<file path="src/sv/mhpq_pkg.sv">
`default_nettype none

package mhpq_pkg;

  localparam int CAPACITY_DEF = 8;

  localparam logic [7:0] EMPTY_STAGE = 8'd32;
  localparam logic [16:0] NONE_FIELD = 17'h1FFFF;

  typedef enum logic {
    CMD_LOAD    = 1'b0,
    CMD_EXTRACT = 1'b1
  } cmd_t;

  typedef enum logic [1:0] {
    ST_OK    = 2'd0,
    ST_EMPTY = 2'd1,
    ST_FULL  = 2'd2
  } status_t;

  typedef struct packed {
    logic [7:0]  stage;
    logic [15:0] prio;
    logic [15:0] id;
  } entry_t;

  localparam int ENTRY_W = $bits(entry_t);

endpackage

`default_nettype wire

</file>
<file path="src/sv/mhpq_ram.sv">
`default_nettype none

module mhpq_ram #(
  parameter int WIDTH = 40,
  parameter int DEPTH = 8
) (
  input  wire logic                     clk,
  input  wire logic                     we,
  input  wire logic [$clog2(DEPTH)-1:0] waddr,
  input  wire logic [WIDTH-1:0]         wdata,
  input  wire logic [$clog2(DEPTH)-1:0] raddr_a,
  input  wire logic [$clog2(DEPTH)-1:0] raddr_b,
  output logic      [WIDTH-1:0]         rdata_a,
  output logic      [WIDTH-1:0]         rdata_b
);

  logic [WIDTH-1:0] mem [DEPTH];

  always_ff @(posedge clk) begin
    if (we) begin
      mem[waddr] <= wdata;
    end
    rdata_a <= mem[raddr_a];
    rdata_b <= mem[raddr_b];
  end

endmodule

`default_nettype wire

</file>
<file path="src/sv/max_heap_priority_queue.sv">
`default_nettype none
// Load without build: entry written at the live count, then the result is pushed.
// Extract: read root and last entry, then at most log2 CAPACITY sift levels, one per
//   cycle from registered reads of both children; none for the last entry or when empty.
// Build on last load: each parent, last one back to the root, is read and sifted down.
// One item in flight: input reopens once the output register is loaded.
// Reset (rst_n low, synchronous): heap empty, no result pending; memory is not cleared.

module max_heap_priority_queue #(
  parameter int CAPACITY = mhpq_pkg::CAPACITY_DEF
) (
  input  wire logic        clk,
  input  wire logic        rst_n,
  input  wire logic        in_tvalid,
  output logic             in_tready,
  // [15:0] entry_id, [31:16] priority_req, [39:32] stage_code
  input  wire logic [39:0] in_tdata,
  // [0] cmd
  input  wire logic        in_tuser,
  // last_load
  input  wire logic        in_tlast,
  output logic             out_tvalid,
  input  wire logic        out_tready,
  // [16:0] out_id, [33:17] out_priority, [41:34] out_stage, [47:42] zero
  output logic      [47:0] out_tdata,
  // [1:0] status
  output logic      [1:0]  out_tuser
);

  import mhpq_pkg::*;

  localparam int PW = $clog2(CAPACITY);     // heap position
  localparam int CW = $clog2(CAPACITY + 1); // live count
  localparam int XW = PW + 2;               // child index, may run past the end

  typedef enum logic [2:0] {
    S_IDLE,
    S_BLD_RD,
    S_EXT_RD,
    S_SIFT_RD,
    S_SIFT,
    S_PUSH
  } state_t;

  state_t        state_r;
  logic [CW-1:0] live_count_r;
  logic          build_r;
  logic [PW-1:0] i_r;
  logic [PW-1:0] pos_r;
  entry_t        cur_r;

  logic [1:0]         res_status_r;
  logic signed [16:0] res_id_r;
  logic signed [16:0] res_prio_r;
  logic [7:0]         res_stage_r;

  logic               out_valid_r;
  logic [1:0]         out_status_r;
  logic signed [16:0] out_id_r;
  logic signed [16:0] out_prio_r;
  logic [7:0]         out_stage_r;

  // RAM ports
  logic          ram_we;
  logic [PW-1:0] ram_waddr;
  entry_t        ram_wdata;
  logic [PW-1:0] ram_raddr_a;
  logic [PW-1:0] ram_raddr_b;
  entry_t        rd_a;
  entry_t        rd_b;

  mhpq_ram #(
    .WIDTH (ENTRY_W),
    .DEPTH (CAPACITY)
  ) u_ram (
    .clk     (clk),
    .we      (ram_we),
    .waddr   (ram_waddr),
    .wdata   (ram_wdata),
    .raddr_a (ram_raddr_a),
    .raddr_b (ram_raddr_b),
    .rdata_a (rd_a),
    .rdata_b (rd_b)
  );

  // Input transfer decode
  logic   in_xfer;
  cmd_t   in_cmd;
  entry_t in_entry;
  logic   has_room;
  logic [CW-1:0] cnt_after_load;

  assign in_tready = (state_r == S_IDLE);
  assign in_xfer   = in_tvalid && in_tready;
  assign in_cmd    = cmd_t'(in_tuser);
  assign in_entry.id    = in_tdata[15:0];
  assign in_entry.prio  = in_tdata[31:16];
  assign in_entry.stage = in_tdata[39:32];
  assign has_room  = (live_count_r < CW'(CAPACITY));
  assign cnt_after_load = has_room ? live_count_r + 1'b1 : live_count_r;

  // Sift step: compare the moving entry against both children of pos_r.
  // Children that fall past the live count take no part.
  logic [XW-1:0] cnt_x;
  logic [XW-1:0] left_x;
  logic [XW-1:0] right_x;
  logic          take_l;
  logic          take_r;
  logic [15:0]   best_prio;
  logic          swap;
  logic [XW-1:0] best_x;
  entry_t        best_ent;
  logic [PW-1:0] rd_pos;
  logic [XW-1:0] rd_left_x;
  logic [XW-1:0] rd_right_x;

  assign cnt_x     = XW'(live_count_r);
  assign left_x    = {1'b0, pos_r, 1'b1};
  assign right_x   = left_x + 1'b1;
  assign take_l    = (left_x < cnt_x) && (rd_a.prio > cur_r.prio);
  assign best_prio = take_l ? rd_a.prio : cur_r.prio;
  assign take_r    = (right_x < cnt_x) && (rd_b.prio > best_prio);
  assign swap      = take_l || take_r;
  assign best_x    = take_r ? right_x : left_x;
  assign best_ent  = take_r ? rd_b : rd_a;

  // Fetch the children of the next position ahead of time: one level per cycle.
  assign rd_pos     = (state_r == S_SIFT) ? best_x[PW-1:0] : pos_r;
  assign rd_left_x  = {1'b0, rd_pos, 1'b1};
  assign rd_right_x = rd_left_x + 1'b1;

  always_comb begin
    ram_raddr_a = rd_left_x[PW-1:0];
    ram_raddr_b = rd_right_x[PW-1:0];
    ram_we      = 1'b0;
    ram_waddr   = pos_r;
    ram_wdata   = swap ? best_ent : cur_r;
    unique case (state_r)
      S_IDLE: begin
        // append a loaded entry at the live count
        ram_we    = in_xfer && (in_cmd == CMD_LOAD) && has_room;
        ram_waddr = live_count_r[PW-1:0];
        ram_wdata = in_entry;
      end
      S_BLD_RD: begin
        ram_raddr_a = i_r;
      end
      S_EXT_RD: begin
        ram_raddr_a = '0;
        ram_raddr_b = PW'(live_count_r - 1'b1);
      end
      S_SIFT: begin
        // move the larger child up, or drop the moving entry into the hole
        ram_we = 1'b1;
      end
      S_SIFT_RD, S_PUSH: begin
      end
      default: begin
      end
    endcase
  end

  logic out_free;
  assign out_free = !out_valid_r || out_tready;

  always_ff @(posedge clk) begin
    if (!rst_n) begin
      state_r      <= S_IDLE;
      live_count_r <= '0;
      build_r      <= 1'b0;
      out_valid_r  <= 1'b0;
    end else begin
      // drop a taken result unless a new one is loaded in the same cycle
      if (out_valid_r && out_tready && (state_r != S_PUSH)) begin
        out_valid_r <= 1'b0;
      end
      unique case (state_r)
        S_IDLE: begin
          if (in_xfer) begin
            res_id_r    <= NONE_FIELD;
            res_prio_r  <= NONE_FIELD;
            res_stage_r <= EMPTY_STAGE;
            if (in_cmd == CMD_LOAD) begin
              live_count_r <= cnt_after_load;
              res_status_r <= has_room ? ST_OK : ST_FULL;
              if (in_tlast && (cnt_after_load >= CW'(2))) begin
                build_r <= 1'b1;
                i_r     <= PW'((cnt_after_load - CW'(2)) >> 1);
                state_r <= S_BLD_RD;
              end else begin
                state_r <= S_PUSH;
              end
            end else if (live_count_r == '0) begin
              res_status_r <= ST_EMPTY;
              state_r      <= S_PUSH;
            end else begin
              res_status_r <= ST_OK;
              build_r      <= 1'b0;
              state_r      <= S_EXT_RD;
            end
          end
        end
        S_BLD_RD: begin
          pos_r   <= i_r;
          state_r <= S_SIFT_RD;
        end
        S_EXT_RD: begin
          pos_r   <= '0;
          state_r <= S_SIFT_RD;
        end
        S_SIFT_RD: begin
          if (build_r) begin
            cur_r   <= rd_a;
            state_r <= S_SIFT;
          end else begin
            // hand out the root, move the last live entry to the top
            res_id_r     <= {1'b0, rd_a.id};
            res_prio_r   <= {1'b0, rd_a.prio};
            res_stage_r  <= rd_a.stage;
            cur_r        <= rd_b;
            live_count_r <= live_count_r - 1'b1;
            state_r      <= (live_count_r == CW'(1)) ? S_PUSH : S_SIFT;
          end
        end
        S_SIFT: begin
          if (swap) begin
            pos_r <= best_x[PW-1:0];
          end else if (build_r && (i_r != '0)) begin
            i_r     <= i_r - 1'b1;
            state_r <= S_BLD_RD;
          end else begin
            state_r <= S_PUSH;
          end
        end
        S_PUSH: begin
          if (out_free) begin
            out_valid_r  <= 1'b1;
            out_status_r <= res_status_r;
            out_id_r     <= res_id_r;
            out_prio_r   <= res_prio_r;
            out_stage_r  <= res_stage_r;
            state_r      <= S_IDLE;
          end
        end
        default: begin
          state_r <= S_IDLE;
        end
      endcase
    end
  end

  assign out_tvalid = out_valid_r;
  assign out_tdata  = {6'b0, out_stage_r, out_prio_r, out_id_r};
  assign out_tuser  = out_status_r;

`ifndef SYNTHESIS
  a_count_bound: assert property (@(posedge clk) disable iff (!rst_n)
    live_count_r <= CW'(CAPACITY))
    else $error("live count beyond capacity");

  a_sift_in_range: assert property (@(posedge clk) disable iff (!rst_n)
    (state_r == S_SIFT) |-> (XW'(pos_r) < cnt_x))
    else $error("sift position outside live entries");

  a_load_grows: assert property (@(posedge clk) disable iff (!rst_n)
    (in_xfer && (in_cmd == CMD_LOAD) && has_room)
      |=> (live_count_r == $past(live_count_r) + 1'b1))
    else $error("accepted load did not grow the heap");

  a_extract_start: assert property (@(posedge clk) disable iff (!rst_n)
    (in_xfer && (in_cmd == CMD_EXTRACT) && (live_count_r != '0)) |=> (state_r == S_EXT_RD))
    else $error("extract from non-empty heap did not start a read");

  a_push_holds: assert property (@(posedge clk) disable iff (!rst_n)
    (state_r == S_PUSH && out_valid_r && !out_tready) |=> (state_r == S_PUSH))
    else $error("result overwrote a pending output");
`endif

endmodule

`default_nettype wire

</file>
<file path="config.mk">
export PLATFORM = sky130hd
export DESIGN_NAME = max_heap_priority_queue
export DESIGN_NICKNAME = d
export VERILOG_FILES = /design/src/sv/mhpq_pkg.sv /design/src/sv/mhpq_ram.sv /design/src/sv/max_heap_priority_queue.sv
export SDC_FILE = /design/constraint.sdc
export NUM_CORES = 1
export LEC_CHECK = 0
export BUFFER_PORTS_ARGS = -buffer_cell sky130_fd_sc_hd__buf_4
export CAP_MARGIN = 20
export CORE_MARGIN = 4
export CORE_UTILIZATION = 56
export DETAILED_ROUTE_END_ITERATION = 10
export PLACE_DENSITY = 0.73
export SYNTH_ARGS = -nofsm -noshare
export SYNTH_HDL_FRONTEND = slang
export SYNTH_SLANG_ARGS = --single-unit
</file>
<file path="constraint.sdc">
create_clock -name clk -period 9.08 [get_ports clk]
set_clock_uncertainty 0.05 [all_clocks]
set_input_delay 0 -clock clk [delete_from_list [all_inputs] [get_ports clk]]
set_output_delay 0 -clock clk [all_outputs]
set_load 0.1 [all_outputs]
</file>
==> summary.txt <==
Yosys
  • Syn_area_per_cell: 13.3 um2
  • Post-synth ARST share: 0%
  • Largest area contributor in the netlist: edfxtp_1
  • Sequential area share after synthesis: 59.9%
  • Post-synth top cells: edfxtp_1, a211oi_1, inv_1
  • Cells after Synth: 1923
  • Ys flop type: edfxtp_1
  • Most frequent cell after synthesis: edfxtp_1
  • Top cell type's share of synthesized area: 52.9%
  • Register bit total from synthesis: 541
  • Synth top area cells: edfxtp_1, a211oi_1, mux4_2
  • Mapped Area: 25600 um2
  • Synth cell types: 62
  • Post-synth EDFFs: 452
  • Synth warnings: 0

Timing
  • Post-route setup slack: 1.61 ns
  • Fmax: 0.134 GHz
  • RSZ-0062 raised after global routing: no
  • Pins Over Slew Limit: 0
  • Hold Violations, Final: 0
  • Worst Tran Pin Value: 1.13 ns
  • Rel. slew slack: 24.8%
  • Hold WS: 0.0271 ns
  • # setup viols final: 0
  • Fin Setup TNS: 0 ns
  • Fin crit share: 82.3%
  • Min Tclk post-route: 7.47 ns

Detailed routing
  • Via-to-Cell Ratio: 6.72
  • Via count: 17500
  • DRT iter0 DRCs: 2260
  • Drt wl/cell: 25.8 um
  • DRC viols: 0
  • Drt pass-1 iters: 6
  • ANT nets after route: 0
  • Post-Route WL: 67200 um

Power and ir drop
  • PD cells: 384 nW/um2
  • Peak VDD IR: 0.000337 V
  • Static leakage: 9.81 nW

GRT
  • GRT overflow: 0
  • Global-route wire length before repair: 102000 um
  • Largest net degree at the start of global routing: 172
  • Vias in the first global route: 17300
  • GRT Overall Usage: 26.3%
  • Initial antenna violation count: 3

Clock network
  • Clk slew on worst S/H paths: 0.07 ns
  • Clk Latency, worst-skew pair: 0.57 ns
  • CTS buffer count: 50
  • CTS tree: yes
  • Setup Fix Bufs, Post-CTS: 0
  • CTS Root Cell: clkbuf_16
  • H-tree levels: 2
  • CTS max path bufs: 3
  • CTS sink count: 541

Critical path
  • WP data arrival: 7.69 ns
  • Worst-path maximum fanout: 69
  • R2r startpoint: live_count_r[2]$_SDFFE_PN0P_
  • WS Path Type: reg -> reg
  • Startpoint types: flop
  • Origin of the worst setup path: live_count_r[2]$_SDFFE_PN0P_
  • Critical Path End Type: flop
  • Worst path required time: 9.30 ns
  • Reg2reg setup slack: 1.61 ns

Place
  • Post-DP HPWL: 37000 um
  • Inst Count DP: 2479
  • Worst slack at placement: 1.87 ns
  • # port buffers: 91
  • GPL Wtd Cong: 0.906

Layout
  • Diodes inserted: 0
  • Final cell utilization of the core: 63.6%
  • Area grow syn2layout: 12.4%
  • Layout cell share with drive strength beyond 1: 19.2%
  • Fin nets: 2059
  • Post-Layout Cell Count: 2608

Floorplanning
  • Starting density of the core: 56.6%
  • DIE HEIGHT: 222 um
  • DIE AREA: 49300 um2
  • Std cell rows: 78
  • Core area: 45300 um2
  • IO Pins: 98
  • Die W: 222 um

Min path
  • Hold Startpoint: in_tdata[26]
  • Min-delay worst type: in -> reg

Flow run
  • Max Cap Viol: 0

Outcome
  • Status: complete, no violations
[worst paths after layout]
path	to	depth (start not counted)
worst max-delay path	u_ram.mem[1][0]$_DFFE_PP_	17
worst min-delay path	u_ram.mem[6][26]$_DFFE_PP_	3
worst max register to register	u_ram.mem[1][0]$_DFFE_PP_	17
worst min register to register	out_prio_r[4]$_DFFE_PP_	0
[state kept, by name, indices dropped and copies added (netlist names), 4 cells and up]
| register | cells |
|---|---|
| res_id_r | 17 |
| out_stage_r | 8 |
| cur_r | 40 |
| live_count_r | 4 |
| u_ram.rdata_b | 40 |
| out_prio_r | 16 |
| res_stage_r | 8 |
| u_ram.mem | 320 |
| res_prio_r | 16 |
| u_ram.rdata_a | 40 |
| out_id_r | 17 |
[logic make-up after synthesis]
kind of cell             synth area share (%)
flip-flops                               59.9
AO/OA/AOI/OAI                            13.6
buffers and inverters                    6.34
AND/OR/NAND/NOR                          6.45
multiplexers                             11.3
adder cells (fa/ha/maj)                  2.20
XOR/XNOR                                0.205
other                                  0.0146
[repair_timing]
action	in CTS	in global routing
hold endpoints to repair	235	0
gates resized for setup	0	0
hold buffers	34	0
[cell type report]
type	count	area (um2)
clock buffer	65	1350
clock inverter	27	378
fill	3270	16500
inverter	195	732
multi-input combinational	1021	8870
sequential	541	15400
tap	600	751
timing repair buffer	159	1390
[critical path, cell delays in order (launching register included)]
cell	delay, ns
dfxtp_1	0.51
inv_1	0.18
ha_1	0.32
nor2b_1	0.13
o21ai_0	0.15
nand4b_1	0.21
a31oi_4	0.41
buf_4	0.69
mux2i_1	0.21
ha_1	0.36
nand4_2	0.14
a2111oi_0	0.93
o31a_2	0.55
buf_4	0.70
buf_4	0.60
nand2_1	0.14
o2111a_1	0.18
nor3_1	0.62
[layout by cell type (no fill, tap or decap), types with 12 or more instances in the layout]
master / count
a21oi_1: 36
a211oi_1: 311
mux2i_1: 19
nand2_1: 68
a211oi_2: 12
or3_1: 48
o2111a_1: 24
dfxtp_1: 88
mux2_2: 57
clkbuf_16: 50
nor2_1: 46
edfxtp_1: 452
o21ai_0: 33
nor3_1: 29
inv_1: 192
ha_1: 45
buf_4: 117
mux4_2: 80
mux2_1: 23
nor4_1: 65
dlygate4sd3_1: 34
[metal layers]
metal / up-vias / wire length (um) / track usage, %
li1: 7583 / - / -
met1: 8666 / 26200 / 36.3
met2: 1120 / 31700 / 42.3
met3: 148 / 7400 / 5.94
met4: 4 / 1770 / 8.28
met5: - / 27 / 0
[stage by stage]
stage,total power [mW],cell area (um2)
finish,11.1,28800
global route,11.6,28800
CTS,11.0,28800
detailed placement,8.76,26700
global placement,8.61,26700
floorplan,7.42,25700
[where the power goes]
| group | leakage, nW | internal (mW) | switching (mW) |
|---|---|---|---|
| sequential | 4.73 | 3.69 | 0.356 |
| clock | 0.840 | 1.31 | 0.883 |
| combinational | 4.24 | 1.62 | 3.22 |
(Power assumes the default switching activity.)
